<file path="src/rtl/assert_macros.svh">
// Assertion helpers for the clustering block
`ifndef ASSERT_MACROS_SVH
`define ASSERT_MACROS_SVH

`define ASSERT_IMPL(lbl, ante, cons) \
  lbl: assert property (@(posedge clk_i) disable iff (!rst_ni) (ante) |-> (cons)) \
    else $error("%m: lbl");

`define ASSERT_NEXT(lbl, ante, cons) \
  lbl: assert property (@(posedge clk_i) disable iff (!rst_ni) (ante) |=> (cons)) \
    else $error("%m: lbl");

`endif

</file>
<file path="src/rtl/kmeans_pkg.sv">
package kmeans_pkg;

  typedef enum logic [1:0] {
    OP_LOAD     = 2'd0,
    OP_CLASSIFY = 2'd1,
    OP_UPDATE   = 2'd2,
    OP_NONE     = 2'd3
  } op_e;

  typedef enum logic [2:0] {
    ST_IDLE,
    ST_SCAN,
    ST_CL_DONE,
    ST_UP_DIV,
    ST_UP_EMIT
  } state_e;

  localparam int unsigned CountW = 23;
  localparam int unsigned SumW   = 30;
  localparam int unsigned CfgW   = 7;
  localparam int unsigned MaxFramePixels = 4194304;
  localparam logic [CfgW-1:0] CfgReset = 7'd16;
  localparam logic [0:0] RegClusterCount = 1'b0;

  typedef struct packed {
    logic [1:0] operation;
    logic [5:0] centroid_index;
    logic [7:0] lightness;
    logic [7:0] chroma_a;
    logic [7:0] chroma_b;
  } pix_in_t;

  typedef struct packed {
    logic [5:0]        label;
    logic [7:0]        out_lightness;
    logic [7:0]        out_chroma_a;
    logic [7:0]        out_chroma_b;
    logic [CountW-1:0] member_count;
    logic              last;
  } pix_out_t;

  typedef struct packed {
    logic [7:0] l;
    logic [7:0] a;
    logic [7:0] b;
  } colour_t;

  // data handed from cell to cell along the row
  typedef struct packed {
    logic        valid;
    colour_t     pix;
    logic [17:0] best_d;
    logic [5:0]  best_idx;
    logic        found;
  } srch_t;

endpackage

</file>
<file path="src/rtl/kmeans_cell.sv">
module kmeans_cell #(
  parameter int unsigned Index = 0
) (
  input  logic                       clk_i,
  input  logic                       rst_ni,
  input  logic                       active_i,
  input  logic                       load_i,
  input  kmeans_pkg::colour_t        load_val_i,
  input  logic                       clr_i,
  input  logic                       acc_i,
  input  kmeans_pkg::colour_t        acc_pix_i,
  input  kmeans_pkg::srch_t          srch_i,
  output kmeans_pkg::srch_t          srch_o,
  output kmeans_pkg::colour_t        cent_o,
  output logic [kmeans_pkg::SumW-1:0]   sum_l_o,
  output logic [kmeans_pkg::SumW-1:0]   sum_a_o,
  output logic [kmeans_pkg::SumW-1:0]   sum_b_o,
  output logic [kmeans_pkg::CountW-1:0] cnt_o
);
  import kmeans_pkg::*;

  localparam logic [5:0] IdxC = 6'(Index);

  colour_t           cent_q;
  logic [SumW-1:0]   sl_q, sa_q, sb_q;
  logic [CountW-1:0] cnt_q;
  srch_t             srch_q, srch_d;
  logic [7:0]        dl, da, db;
  logic [17:0]       sq_dist;

  always_comb begin
    dl = (cent_q.l > srch_i.pix.l) ? cent_q.l - srch_i.pix.l : srch_i.pix.l - cent_q.l;
    da = (cent_q.a > srch_i.pix.a) ? cent_q.a - srch_i.pix.a : srch_i.pix.a - cent_q.a;
    db = (cent_q.b > srch_i.pix.b) ? cent_q.b - srch_i.pix.b : srch_i.pix.b - cent_q.b;
    sq_dist = 18'(16'(dl * dl)) + 18'(16'(da * da)) + 18'(16'(db * db));
    srch_d = srch_i;
    if (srch_i.valid && active_i && (!srch_i.found || sq_dist < srch_i.best_d)) begin
      srch_d.best_d   = sq_dist;
      srch_d.best_idx = IdxC;
      srch_d.found    = 1'b1;
    end
  end

  always_ff @(posedge clk_i or negedge rst_ni) begin
    if (!rst_ni) begin
      cent_q <= '0;
      sl_q   <= '0;
      sa_q   <= '0;
      sb_q   <= '0;
      cnt_q  <= '0;
      srch_q <= '0;
    end else begin
      srch_q <= srch_d;
      if (load_i) cent_q <= load_val_i;
      if (clr_i) begin
        sl_q  <= '0;
        sa_q  <= '0;
        sb_q  <= '0;
        cnt_q <= '0;
      end else if (acc_i) begin
        sl_q  <= sl_q + SumW'(acc_pix_i.l);
        sa_q  <= sa_q + SumW'(acc_pix_i.a);
        sb_q  <= sb_q + SumW'(acc_pix_i.b);
        cnt_q <= cnt_q + CountW'(1);
      end
    end
  end

  assign srch_o  = srch_q;
  assign cent_o  = cent_q;
  assign sum_l_o = sl_q;
  assign sum_a_o = sa_q;
  assign sum_b_o = sb_q;
  assign cnt_o   = cnt_q;
endmodule

</file>
<file path="config.mk">
export PLATFORM = sky130hd
export DESIGN_NAME = kmeans_cell
export DESIGN_NICKNAME = d
export VERILOG_FILES = /design/src/rtl/assert_macros.svh /design/src/rtl/kmeans_pkg.sv /design/src/rtl/kmeans_cell.sv
export SDC_FILE = /design/constraint.sdc
export NUM_CORES = 1
export LEC_CHECK = 0
export ABC_AREA = 1
export BUFFER_PORTS_ARGS = -buffer_cell sky130_fd_sc_hd__buf_2
export CORE_ASPECT_RATIO = 0.6
export CORE_UTILIZATION = 53
export DETAILED_ROUTE_END_ITERATION = 8
export HOLD_SLACK_MARGIN = 0.03
export PLACE_DENSITY = 0.78
export SETUP_SLACK_MARGIN = 0.05
export SLEW_MARGIN = 15
export SYNTH_ARGS = -nofsm -noshare
export SYNTH_HDL_FRONTEND = slang
export SYNTH_SLANG_ARGS = --single-unit
</file>
<file path="constraint.sdc">
create_clock -name clk_i -period 7.9 [get_ports clk_i]
set_input_delay 1.58 -clock clk_i [delete_from_list [all_inputs] [get_ports clk_i]]
set_output_delay 1.58 -clock clk_i [all_outputs]
set_load 0.01 [all_outputs]
</file>
# [Word-level counts from Yosys, hierarchy flattened]
# Index checks and enable logic that the tools add are counted.
[op_classes] n_reduce_logical=5 n_lt_le_gt_ge=4 mul=3 mux=12 add_sub_neg=12
[op_table] op="2-to-1 mux 30 bit" count=6
[op_table] op="adder 30 x 8 -> 30 bit" count=3
[op_table] op="multiplier 8 x 8 -> 16 bit" count=3
[op_table] op="subtractor 8 bit" count=6
[op_table] op="2-to-1 mux 23 bit" count=2
[op_table] op="2-to-1 mux 25 bit" count=1
[op_table] op="> comparator 8 bit" count=3
[op_table] op="2-to-1 mux 8 bit" count=3
[op_table] op="adder 23 x 1 -> 23 bit, second input constant" count=1
[op_table] op="adder 17 x 16 -> 18 bit" count=1
[op_table] op="less-than comparator 18 bit" count=1
[op_table] op="adder 16 x 16 -> 17 bit" count=1
[op_table] op="logical AND 1 bit" count=2
[op_table] op="nonzero test 2 bit" count=1
[op_table] op="logical NOT 1 bit" count=1
[op_table] op="logical OR 1 bit" count=1
[totals] register_bits=187 wordCells=50 in_bits=104 out_inout_bits=187

# [Longest topological paths before layout]
[logic_depth] word_depth=9 ltp_mapped=52 ltp_nobuf=50

# [Least setup slack after synthesis]
# OpenSTA, ideal clock, no wires.
[synth_path] path_type="input-to-reg" startpoint="in srch_i[41] in the netlist's numbering" endpoint="reg srch_q (netlist bit srch_o[14])" arrival_ns=8.954 setup_time_ns=0.066 path_slack_ns=-1.120 required_time_ns=7.834 path_buffers=1 cell_stages=45 path_cell_list="ha_1 -> inv_1 -> fa_1 -> inv_1 -> o21ai_1 -> nand2_1 -> nand2_2 -> nand2_4 -> inv_2 -> nand2_2 -> nand2_4 -> nor2_1 -> inv_1 -> fa_1 -> inv_1 -> fa_1 -> inv_1 -> fa_1 -> (+9 left out) -> nand3b_1 -> nand2_1 -> nand2_1 -> nand2_1 -> nand2_1 -> nand2_1 -> ha_1 -> nand2_1 -> nor2_1 -> nand3_1 -> nor2_1 -> nor2_1 -> nand2_1 -> nand2_2 -> nand2_2 -> buf_2 -> nand2_1 -> nand2_1"
[synth_lines] item="from (decl)" line="kmeans_cell.sv:12" source="input kmeans_pkg::srch_t srch_i,"
[synth_lines] item="to (signal assigned)" line="kmeans_cell.sv:53" source="srch_q <= srch_d;"
[synth_lines] item="to (decl)" line="kmeans_cell.sv:27" source="srch_t srch_q, srch_d;"

==> out/metrics.cfg <==
[yosys]
ys_seq_elements=187
synth_area_leaders=dfrtp_1, fa_1, nand2_1
synth-edff-count=0
async_flop_share_pct=100
seq_area_frac_synth_pct=25.6
synth.top_cell.area_share_pct=25.6
synthCells=2470
syn_nets=2882
synthDistinctLibCells=47
syn-cell-area_sq_mm=0.0183
yosys_warnings=0
synth_top_area_cell=dfrtp_1
avgSynthCellArea_sq_um=7.41
synth_flop_cell=dfrtp_1

[routing]
drtAntennaViolNets=0
drt_wl_total_mm=58.3
drc=0
vias_per_cell=5.29
routedWlPerCell_microns=16.6
vias=18524
drt_pass1_iterations=7
drt_iter0_markers=1484

[global_route]
grt_pass1_vias=17637
gr-usage-met3_pct=5.51
grt_pass1_wl_mm=89.2
use_met1_pct=46.2
grt_start_max_net_pins=82
grt_overflow_total=0
met2_usage_pct=48.0
busiest_layer=met2
track_usage_pct=31.4
grt_antenna_before_repair=0

[sta]
tightest_slew_ns=1.26
setup_slack_ns=-1.04
finalSetupViolCount=24
layout_min_cycle_time_ns=8.94
tns_ns=-24.22
period_share_pct=113
max_freq_ghz=0.112
relSlewSlack_pct=15.4
finalMaxSlewViolations=0
clock_skew_ns=0.0211
rsz0062_at_grt=true
finalHoldViolCount=0

[clock_network]
clk_latency_ns=0.47
clock-sinks=187
cts_tree=yes
clock-root-buffer=clkbuf_16
clk_pin_slew_worst_paths_ns=0.08
cts_max_level=4
clk_path_buf_depth=2
numCtsBuffers=17
hold_buffers=0

[floorplan]
die_w_microns=242
num_rows=52
die_h_microns=146
dieArea_sq_mm=0.0353
pin_count=291
start_util_pct=54.1
coreArea_sq_mm=0.0338

[setup_path]
cp_common_cell=nand2_4
max_stage_delay_ns=0.56
crit_fanout=7
r2r_end=srch_o[7]$_DFF_PN0_
rrSetupSlack_ns=-0.37
cp_data_arrival_time_ns=9.28
cp_slowest_cell=fa_1
ff2ff_path_depth=44
critical_path_class=input port to flip-flop
cp.required_ns=8.24
r2r-start=cent_o[16]$_DFFE_PN0P_
worst_setup_path_start_kind=input port
crit_path_end_kind=flip-flop

[final_layout]
insertedDiodeCount=0
area_growth_pct=34.9
drive_gt1_share_pct=32.4
fin_nets=3441
final_common_cell=nand2_1
final-instance-count-excl-fill=3501
final_cell_mix=nand2_1, inv_1, buf_2

[placed_design]
io_buffer_count=290
hpwl_mm=43.1
gp_congestion=0.970
dp_cells=3401

[min_path]
hold_end=sum_b_o[7]$_DFFE_PN0P_
whs_path_depth=2
min_path_type=flip-flop to flip-flop
min_from=sum_b_o[7]$_DFFE_PN0P_

[status]
outcome=complete, but fails checks
violations=setup timing

[flow_run]
maxCapViolations=0

[registers in the layout, indices dropped and copies added (netlist names)]
register and count:
cnt_o 23, sum_l_o 30, srch_o 50, sum_a_o 30
cent_o 24, sum_b_o 30
[how the worst max path moves through the flow]
stage                     startpoint                   end  slack [ns]  cells after the start
final                     srch_i[44]   srch_o[7]$_DFF_PN0_       -1.04                     42
after global routing      srch_i[41]  srch_o[14]$_DFF_PN0_       -1.25                     46
after CTS                 srch_i[33]  srch_o[15]$_DFF_PN0_       -0.76                     44
after detailed placement  srch_i[43]  srch_o[11]$_DFF_PN0_       -1.57                     40
after global placement    srch_i[25]  srch_o[24]$_DFF_PN0_       -1.32                     41
after floorplan           srch_i[41]  srch_o[14]$_DFF_PN0_       -0.70                     44
[kinds of logic after synthesis]
family | share of synthesized area, %
buf+inv | 11.2
compound gates | 6.51
mux | 0.185
flops | 25.6
fa+ha+maj | 26.9
xor+xnor | 1.96
simple gates | 27.7
[metrics by stage]
step	hold slack [ns]	setup slack (ns)	cell area, sq um	utilization, %
CTS	0.520	-0.761	23700	70.2
floorplan	0.540	-0.703	18700	-
global placement	0.493	-1.32	22200	65.5
detailed placement	0.499	-1.57	22200	65.5
global route	0.547	-1.25	24700	73.0
finish	0.518	-1.04	24700	73.0
[worst max-delay path, delay by kind of cell]
kind / cells / cell delay, ns
AOI/OAI and AO/OA: 2 / 0.41
and+or+nand+nor: 21 / 2.14
buffers and inverters: 9 / 0.72
adders and majority gates: 10 / 4.36
[layout make-up]
class,instances,area (sq um)
Fill cell,2488,9140
Timing Repair Buffer,568,3690
Tap cell,459,574
Clock buffer,18,439
Clock inverter,14,170
Inverter,500,1920
Sequential cell,187,4680
Multi-Input combinational cell,1755,13200
[routing by layer]
metal	share of wire (%)	up-vias
li1	-	8753
met1	44	8899
met2	46	749
met3	7.5	123
met4	2.6	0
met5	0	-
[synthesized netlist by cell type, types with 2 or more instances]
cell type / n
inv_2: 11
o21ai_0: 69
a31oi_1: 5
a22o_1: 6
a21oi_1: 75
or2_2: 10
mux2_2: 3
clkbuf_1: 10
nand3_2: 2
a21boi_0: 6
xnor2_1: 21
o21ai_4: 4
buf_2: 11
o21ai_1: 4
nand2_4: 11
buf_1: 7
nor4_1: 5
nand3_1: 150
dfrtp_1: 187
inv_1: 487
nand3b_1: 3
xor2_1: 20
nor3b_1: 3
buf_4: 6
nor2_1: 268
ha_1: 166
fa_1: 142
o21bai_1: 9
and2_1: 5
o221ai_1: 2
o21a_1: 7
nor2_2: 12
nand2_2: 21
nand2_1: 626
a21o_1: 7
nor3_1: 39
nand4_1: 39
o211a_1: 2
[timing repair]
item                                    CTS  global route
endpoints found under the setup margin   24            24
gates resized for setup                 161           178
gates cloned                              5             3
hold endpoints to repair                  0             0
pin swaps                                74            87
buffers inserted                         35            25
Power is left out: the tool's default activity adds up to more than one toggle a clock period on the data nets, which glitch-free logic cannot reach.
