**src/rtl/assert_macros.svh**
```systemverilog
// Assertion helpers for the clustering block
`ifndef ASSERT_MACROS_SVH
`define ASSERT_MACROS_SVH

`define ASSERT_IMPL(lbl, ante, cons) \
  lbl: assert property (@(posedge clk_i) disable iff (!rst_ni) (ante) |-> (cons)) \
    else $error("%m: lbl");

`define ASSERT_NEXT(lbl, ante, cons) \
  lbl: assert property (@(posedge clk_i) disable iff (!rst_ni) (ante) |=> (cons)) \
    else $error("%m: lbl");

`endif

```
**src/rtl/kmeans_pkg.sv**
```systemverilog
package kmeans_pkg;

  typedef enum logic [1:0] {
    OP_LOAD     = 2'd0,
    OP_CLASSIFY = 2'd1,
    OP_UPDATE   = 2'd2,
    OP_NONE     = 2'd3
  } op_e;

  typedef enum logic [2:0] {
    ST_IDLE,
    ST_SCAN,
    ST_CL_DONE,
    ST_UP_DIV,
    ST_UP_EMIT
  } state_e;

  localparam int unsigned CountW = 23;
  localparam int unsigned SumW   = 30;
  localparam int unsigned CfgW   = 7;
  localparam int unsigned MaxFramePixels = 4194304;
  localparam logic [CfgW-1:0] CfgReset = 7'd16;
  localparam logic [0:0] RegClusterCount = 1'b0;

  typedef struct packed {
    logic [1:0] operation;
    logic [5:0] centroid_index;
    logic [7:0] lightness;
    logic [7:0] chroma_a;
    logic [7:0] chroma_b;
  } pix_in_t;

  typedef struct packed {
    logic [5:0]        label;
    logic [7:0]        out_lightness;
    logic [7:0]        out_chroma_a;
    logic [7:0]        out_chroma_b;
    logic [CountW-1:0] member_count;
    logic              last;
  } pix_out_t;

  typedef struct packed {
    logic [7:0] l;
    logic [7:0] a;
    logic [7:0] b;
  } colour_t;

  // data handed from cell to cell along the row
  typedef struct packed {
    logic        valid;
    colour_t     pix;
    logic [17:0] best_d;
    logic [5:0]  best_idx;
    logic        found;
  } srch_t;

endpackage

```
**src/rtl/kmeans_div.sv**
```systemverilog
module kmeans_div (
  input  logic                       clk_i,
  input  logic                       rst_ni,
  input  logic                       start_i,
  input  logic [kmeans_pkg::SumW-1:0]   num_i,
  input  logic [kmeans_pkg::CountW-1:0] den_i,
  output logic                       done_o,
  output logic [7:0]                 quo_o
);
  import kmeans_pkg::*;

  // restoring division, 30 steps of one bit over the numerator; quotient known to fit 8 bits
  logic [SumW-1:0]   num_q, num_d;
  logic [CountW:0]   rem_q, rem_d;
  logic [SumW-1:0]   quo_q, quo_d;
  logic [4:0]        cnt_q, cnt_d;
  logic              busy_q, busy_d;
  logic              done_q, done_d;
  logic [CountW:0]   trial;

  always_comb begin
    num_d  = num_q;
    rem_d  = rem_q;
    quo_d  = quo_q;
    cnt_d  = cnt_q;
    busy_d = busy_q;
    done_d = 1'b0;
    trial  = {rem_q[CountW-1:0], num_q[SumW-1]};
    if (start_i) begin
      num_d  = num_i;
      rem_d  = '0;
      quo_d  = '0;
      cnt_d  = 5'(SumW - 1);
      busy_d = 1'b1;
    end else if (busy_q) begin
      num_d = {num_q[SumW-2:0], 1'b0};
      if (trial >= {1'b0, den_i}) begin
        rem_d = trial - {1'b0, den_i};
        quo_d = {quo_q[SumW-2:0], 1'b1};
      end else begin
        rem_d = trial;
        quo_d = {quo_q[SumW-2:0], 1'b0};
      end
      if (cnt_q == '0) begin
        busy_d = 1'b0;
        done_d = 1'b1;
      end else begin
        cnt_d = cnt_q - 5'd1;
      end
    end
  end

  always_ff @(posedge clk_i or negedge rst_ni) begin
    if (!rst_ni) begin
      busy_q <= 1'b0;
      done_q <= 1'b0;
      cnt_q  <= '0;
    end else begin
      busy_q <= busy_d;
      done_q <= done_d;
      cnt_q  <= cnt_d;
    end
  end

  always_ff @(posedge clk_i) begin
    num_q <= num_d;
    rem_q <= rem_d;
    quo_q <= quo_d;
  end

  assign done_o = done_q;
  assign quo_o  = quo_q[7:0];
endmodule

```
**config.mk**
```make
export PLATFORM = sky130hd
export DESIGN_NAME = kmeans_div
export DESIGN_NICKNAME = d
export VERILOG_FILES = /design/src/rtl/assert_macros.svh /design/src/rtl/kmeans_pkg.sv /design/src/rtl/kmeans_div.sv
export SDC_FILE = /design/constraint.sdc
export NUM_CORES = 1
export LEC_CHECK = 0
export BUFFER_PORTS_ARGS = -buffer_cell sky130_fd_sc_hd__buf_2
export CAP_MARGIN = 20
export CORE_MARGIN = 5
export CORE_UTILIZATION = 30
export DETAILED_ROUTE_END_ITERATION = 6
export PLACE_DENSITY = 0.56
export SETUP_SLACK_MARGIN = 0.3
export SLEW_MARGIN = 5
export SYNTH_ARGS = -nofsm -noshare
export SYNTH_HDL_FRONTEND = slang
export SYNTH_SLANG_ARGS = --single-unit
```
**constraint.sdc**
```tcl
create_clock -name clk_i -period 3.3 [get_ports clk_i]
set_clock_uncertainty 0.05 [all_clocks]
set_input_delay 0 -clock clk_i [delete_from_list [all_inputs] [get_ports clk_i]]
set_output_delay 0 -clock clk_i [all_outputs]
set_load 0.005 [all_outputs]
```
# Word-level counts from Yosys, hierarchy flattened
# Index checks and enable logic that the tools add are counted.
dict set report totals {
  ff_bits 68
  inputBits 56
  out_inout_bits 9
  word_cells 26
}
dict set report classes {
  n_addsub 2
  magnitude_cmp 1
  eq_ne 1
  mux 13
  n_reduce_logical 3
}
# cell n
set ops {}
lappend ops {{$mux 30} 2}
lappend ops {{$ge 24x23->1} 1}
lappend ops {{$mux 23} 1}
lappend ops {{$sub 23x23->23} 1}
lappend ops {{$mux 5} 3}
lappend ops {{$mux 1} 7}
lappend ops {{$logic_not 5->1} 1}
lappend ops {{$sub 5x1->5 const B} 1}
lappend ops {{$ne 2x2->1 const B} 1}
lappend ops {{$reduce_and 2->1} 1}
lappend ops {{$reduce_bool 2->1} 1}

# Logic depth before layout (Yosys ltp)
dict set report depth {
  depth_word 4
  ltp_mapped 12
  depth_no_buf 11
}

# Worst setup path after synthesis
# Ideal clock, no wire load.
dict set report synth_path {
  path_kind {register to register}
  startpoint {reg num_q[29]}
  endpoint {reg rem_q[0]}
  setup_ps 86
  t_arrival_ps 2519
  required_ps 3164
  setup_slack_ps 646
  stages_incl_launch_ff 12
  n_path_buf 0
  synth_period_minus_slack_ps 2654
  path_cell_list {edfxtp_1 -> inv_1 -> ha_1 -> fa_1 -> nand2b_1 -> a211oi_4 -> nor2_2 -> a21oi_2 -> o21ai_2 -> a31oi_4 -> mux2_1 -> a211oi_1}
}
dict set report synth_via {
  elab_chain_cells 2
  word_cells_on_any_way 3
  classes_between {add/sub: 1; order compare: 1; mux: 1}
}
# element line_no
set synth_lines {}
lappend synth_lines {{from (decl)} kmeans_div.sv:13} ;# logic [SumW-1:0] num_q, num_d;
lappend synth_lines {{from (signal assigned)} kmeans_div.sv:66} ;# num_q <= num_d;
lappend synth_lines {{$sub 23x23->23 / $ge 24x23->1 (equally long branches)} {kmeans_div.sv:38, kmeans_div.sv:37}}
lappend synth_lines {{$mux 23 *} kmeans_div.sv:37} ;# if (trial >= {1'b0, den_i}) begin
lappend synth_lines {{to (signal assigned)} kmeans_div.sv:67} ;# rem_q <= rem_d;
lappend synth_lines {{to (decl)} kmeans_div.sv:14} ;# logic [CountW:0] rem_q, rem_d;
# Mark *: on every way between the ends. The rest lies on a longest branch, timed or not.
# A chain may end at the register's enable or synchronous reset.

# Worst setup path in the final report
dict set report layout_path {
  startpoint {reg num_q[29]}
  endpoint {reg rem_q[3]}
}
# The elaborated chain is that of the path after synthesis.

==> flow_metrics.tcl <==
set metrics [dict create \
    fmax_mhz 366 \
    insertion_delay_ps 330 \
    maxCapViolCount 0 \
    synthMuxAreaShare 0.152 \
    grt_pass1_vias 3411 \
    switching_power_uw 500 \
    synth_top_family_by_area "multiplexers" \
    cts_made_buffers 9 \
    p_seq_frac 0.426 \
    grt_use_total 0.123 \
    nNetsFinal 590 \
    portBuffers 64 \
    place_congestion 0.812 \
    routed_via_density 4.71 \
    syn-cell-area_um2 4140 \
    coreArea_um2 13700 \
    antenna_found_initial 0 \
    io_pins 65 \
    globalRoute.totalOverflow 0 \
    slew_headroom 0.617 \
    diodes 0 \
    clock-sinks 68 \
    crit_fanout 7 \
    fin_crit_sh 0.827 \
    postRouteAntennaNets 0 \
    maxSlewViolCount 0 \
    synth-adder-area-share 0.0805 \
    finalCriticalPeriod_ps 2730 \
    area_growth_pct 27.7 \
    initial_core_util 0.301 \
    leakage_uw 0.00230 \
    core.rowCount 43 \
    syn-instance-count 413 \
    crit_start "num_q[29]$_DFFE_PP_" \
    r2r_start "num_q[29]$_DFFE_PP_" \
    dp.cells 645 \
    end_kind "flop" \
    ir_worst_vdd_uv 278 \
    grt_start_max_net_pins 39 \
    r2r_end "rem_q[3]$_SDFFE_PP0P_" \
    crit_arrival_ps 2870 \
    h-tree-depth 3 \
    ys.flop_type "dfxtp_1" \
    worstHoldPathType "in -> reg" \
    crit_end "rem_q[3]$_SDFFE_PP0P_" \
    finalSetupViolCount 0 \
    p_comb_frac 0.108 \
    drive_gt1_frac 0.240 \
    postSynthAreaPerCell_um2 10.0 \
    synth_nets 495 \
    drc 0 \
    ff2ff_path_depth 12 \
    ys_warn_count 0 \
    design.die.area_um2 16200 \
    p_int_uw 1720 \
    grt_pass1_wl_um 16200 \
    rsz0062_at_grt "false" \
    dpl_cell_area_um2 4640 \
    vias 3262 \
    ys_seq_elements 68 \
    dpl.hpwl_um 6810 \
    startpoint_type "flop" \
    multiInputGateArea_um2 2230 \
    synth_cell_types 55 \
    drtPass1Iterations 4 \
    hold_slack_ps 113 \
    final_area_um2 5280 \
    synth_edf_count 30 \
    synth-simple-area-share 0.113 \
    crit_required_ps 3440 \
    yosys.area_share.xor_xnor 0.0445 \
    critical_path_class "reg -> reg" \
    tightest_slew_ps 570 \
    cts-root-buf "clkbuf_16" \
    finalHoldViolations 0 \
    synth-seq-area-share 0.410 \
    switching_share 0.225 \
    cts_tree "done" \
    final_cell_count_no_fill 693 \
    clockBufferDepth 2 \
    ff_latch_area_um2 1700 \
    die_w_um 127 \
    async_flop_share 0.103 \
    drt-initial-drc-count 151 \
    nFillCells 1393 \
    power.density_nw_per_um2 421 \
    clkTransAtPathRegs_ps 50 \
    reg2reg_setup_slack_ps 570 \
    synth-compound-area-share 0.149 \
    fp.dieH_um 127 \
    drt-total-wl_um 9540 \
    status "complete, no violations" \
    clkPwrFrac 0.466 \
    wire_per_inst_um 13.8 \
    final_core_util 0.385 \
    fin_tns_setup_ps 0 \
]
[worst max-delay path, cell delays in order (launching register included)]
cell	delay, ps
edfxtp_1	310
inv_1	50
ha_1	200
fa_1	400
nand2b_1	220
a211oi_4	280
nor2_2	90
a21oi_2	140
o21ai_2	100
a31oi_4	200
buf_4	230
mux2i_1	220
a211oi_1	100
[cell families (layout without fill, tap and decap cells)]
logic type,count (synthesis),count (layout)
multiplexers,59,59
flip-flops,68,68
buffers and inverters,51,151
AO/OA/AOI/OAI,87,87
AND/OR/NAND/NOR,101,101
adder cells (fa/ha/maj),26,26
XOR/XNOR,21,21
[flip-flops by register name (all words and copies together), names as in the netlist]
name,flops
num_q,30
rem_q,23
quo_q,8
cnt_q,5
busy_q,1
done_o,1
[what timing repair did]
action / CTS / global route
hold endpoints to repair: 37 / 0
resized for setup: 0 / 1
hold buffers: 32 / 0
setup buffers: 0 / 0
setup endpoints to repair: 0 / 2
[power groups by stage]
stage / Sequential [uW] / Clock [uW] / Combinational, uW
6_report: 947 / 1040 / 240
3_3_place_gp: 962 / 0 / 207
2_1_floorplan: 958 / 0 / 150
3_5_place_dp: 964 / 0 / 211
5_1_grt: 950 / 1110 / 269
4_1_cts: 947 / 1060 / 242
[routing by layer]
| layer | vias to the layer above | share of wire | track usage |
|---|---|---|---|
| li1 | 1671 | - | - |
| met1 | 1512 | 0.47 | 0.154 |
| met2 | 58 | 0.48 | 0.203 |
| met3 | 21 | 0.025 | 0.0196 |
| met4 | 0 | 0.032 | 0.0688 |
| met5 | - | 0 | 0 |
[through the flow]
stage / total power [uW] / setup slack (ps)
4_1_cts: 2250 / 529
3_5_place_dp: 1170 / 550
5_1_grt: 2330 / 320
2_1_floorplan: 1110 / 646
6_report: 2220 / 571
3_3_place_gp: 1170 / 615
[final cells by class]
class,instances,area share
clock inverters,6,0.0168
well taps,180,0.0426
clock buffers,10,0.0433
inverters,33,0.0234
flip-flops and latches,68,0.321
repair buffers,102,0.131
multi-input cells,294,0.422
[synthesized netlist by cell type, types with 2 or more instances]
| cell | n | share of area |
|---|---|---|
| a21oi_2 | 2 | 0.0042 |
| mux2_2 | 29 | 0.079 |
| nor3_1 | 5 | 0.0061 |
| a211oi_1 | 18 | 0.033 |
| dfrtp_1 | 7 | 0.042 |
| nand3_1 | 8 | 0.0097 |
| a21o_1 | 7 | 0.013 |
| nand3b_1 | 3 | 0.0054 |
| edfxtp_1 | 30 | 0.22 |
| nor2_1 | 46 | 0.042 |
| nand2b_1 | 6 | 0.0091 |
| buf_6 | 2 | 0.0054 |
| o21a_1 | 3 | 0.0054 |
| o21ai_0 | 8 | 0.0097 |
| mux2_1 | 2 | 0.0054 |
| a21oi_1 | 20 | 0.024 |
| nand2_1 | 18 | 0.016 |
| o21ai_1 | 4 | 0.0048 |
| mux2i_1 | 28 | 0.068 |
| xor2_1 | 6 | 0.013 |
| dfxtp_1 | 31 | 0.15 |
| a311oi_1 | 2 | 0.0042 |
| o21bai_1 | 2 | 0.0036 |
| clkbuf_1 | 9 | 0.0082 |
| a221oi_1 | 2 | 0.0042 |
| xnor2_1 | 15 | 0.032 |
| and4_1 | 2 | 0.0042 |
| ha_1 | 25 | 0.076 |
| inv_1 | 33 | 0.030 |
| buf_1 | 4 | 0.0036 |
| a31oi_1 | 6 | 0.0091 |
| nor4_1 | 2 | 0.0030 |
| nor2b_1 | 4 | 0.0061 |
| buf_2 | 3 | 0.0036 |
[worst min-delay path by stage]
stage / from / to / slack (ps) / cells past startpoint
after floorplan: rst_ni / busy_q$_DFF_PN0_ / -350 / 0
after global placement: rst_ni / cnt_q[2]$_DFFE_PN0P_ / -210 / 1
after detailed placement: rst_ni / cnt_q[3]$_DFFE_PN0P_ / -200 / 1
after CTS: den_i[0] / rem_q[0]$_SDFFE_PP0P_ / 100 / 4
after global routing: den_i[0] / rem_q[0]$_SDFFE_PP0P_ / 150 / 4
final: den_i[0] / rem_q[0]$_SDFFE_PP0P_ / 110 / 4
[cell usage in the layout, fill, tap and decap left out, types with 3 or more instances in the layout]
master | synthesis | layout
a211oi_1 | 18 | 18
a21o_1 | 7 | 7
a21oi_1 | 20 | 20
a31oi_1 | 6 | 6
buf_2 | 3 | 64
buf_4 | 0 | 5
clkbuf_16 | 0 | 9
dfrtp_1 | 7 | 6
dfxtp_1 | 31 | 31
dlygate4sd3_1 | 0 | 32
edfxtp_1 | 30 | 30
ha_1 | 25 | 25
inv_1 | 33 | 33
mux2_2 | 29 | 29
mux2i_1 | 28 | 28
nand2_1 | 18 | 18
nand2b_1 | 6 | 6
nand3_1 | 8 | 8
nand3b_1 | 3 | 3
nor2_1 | 46 | 46
nor2b_1 | 4 | 4
nor3_1 | 5 | 5
o21a_1 | 3 | 3
o21ai_0 | 8 | 8
o21ai_1 | 4 | 4
xnor2_1 | 15 | 15
xor2_1 | 6 | 6
No activity file was read; power rests on OpenSTA's default activity.
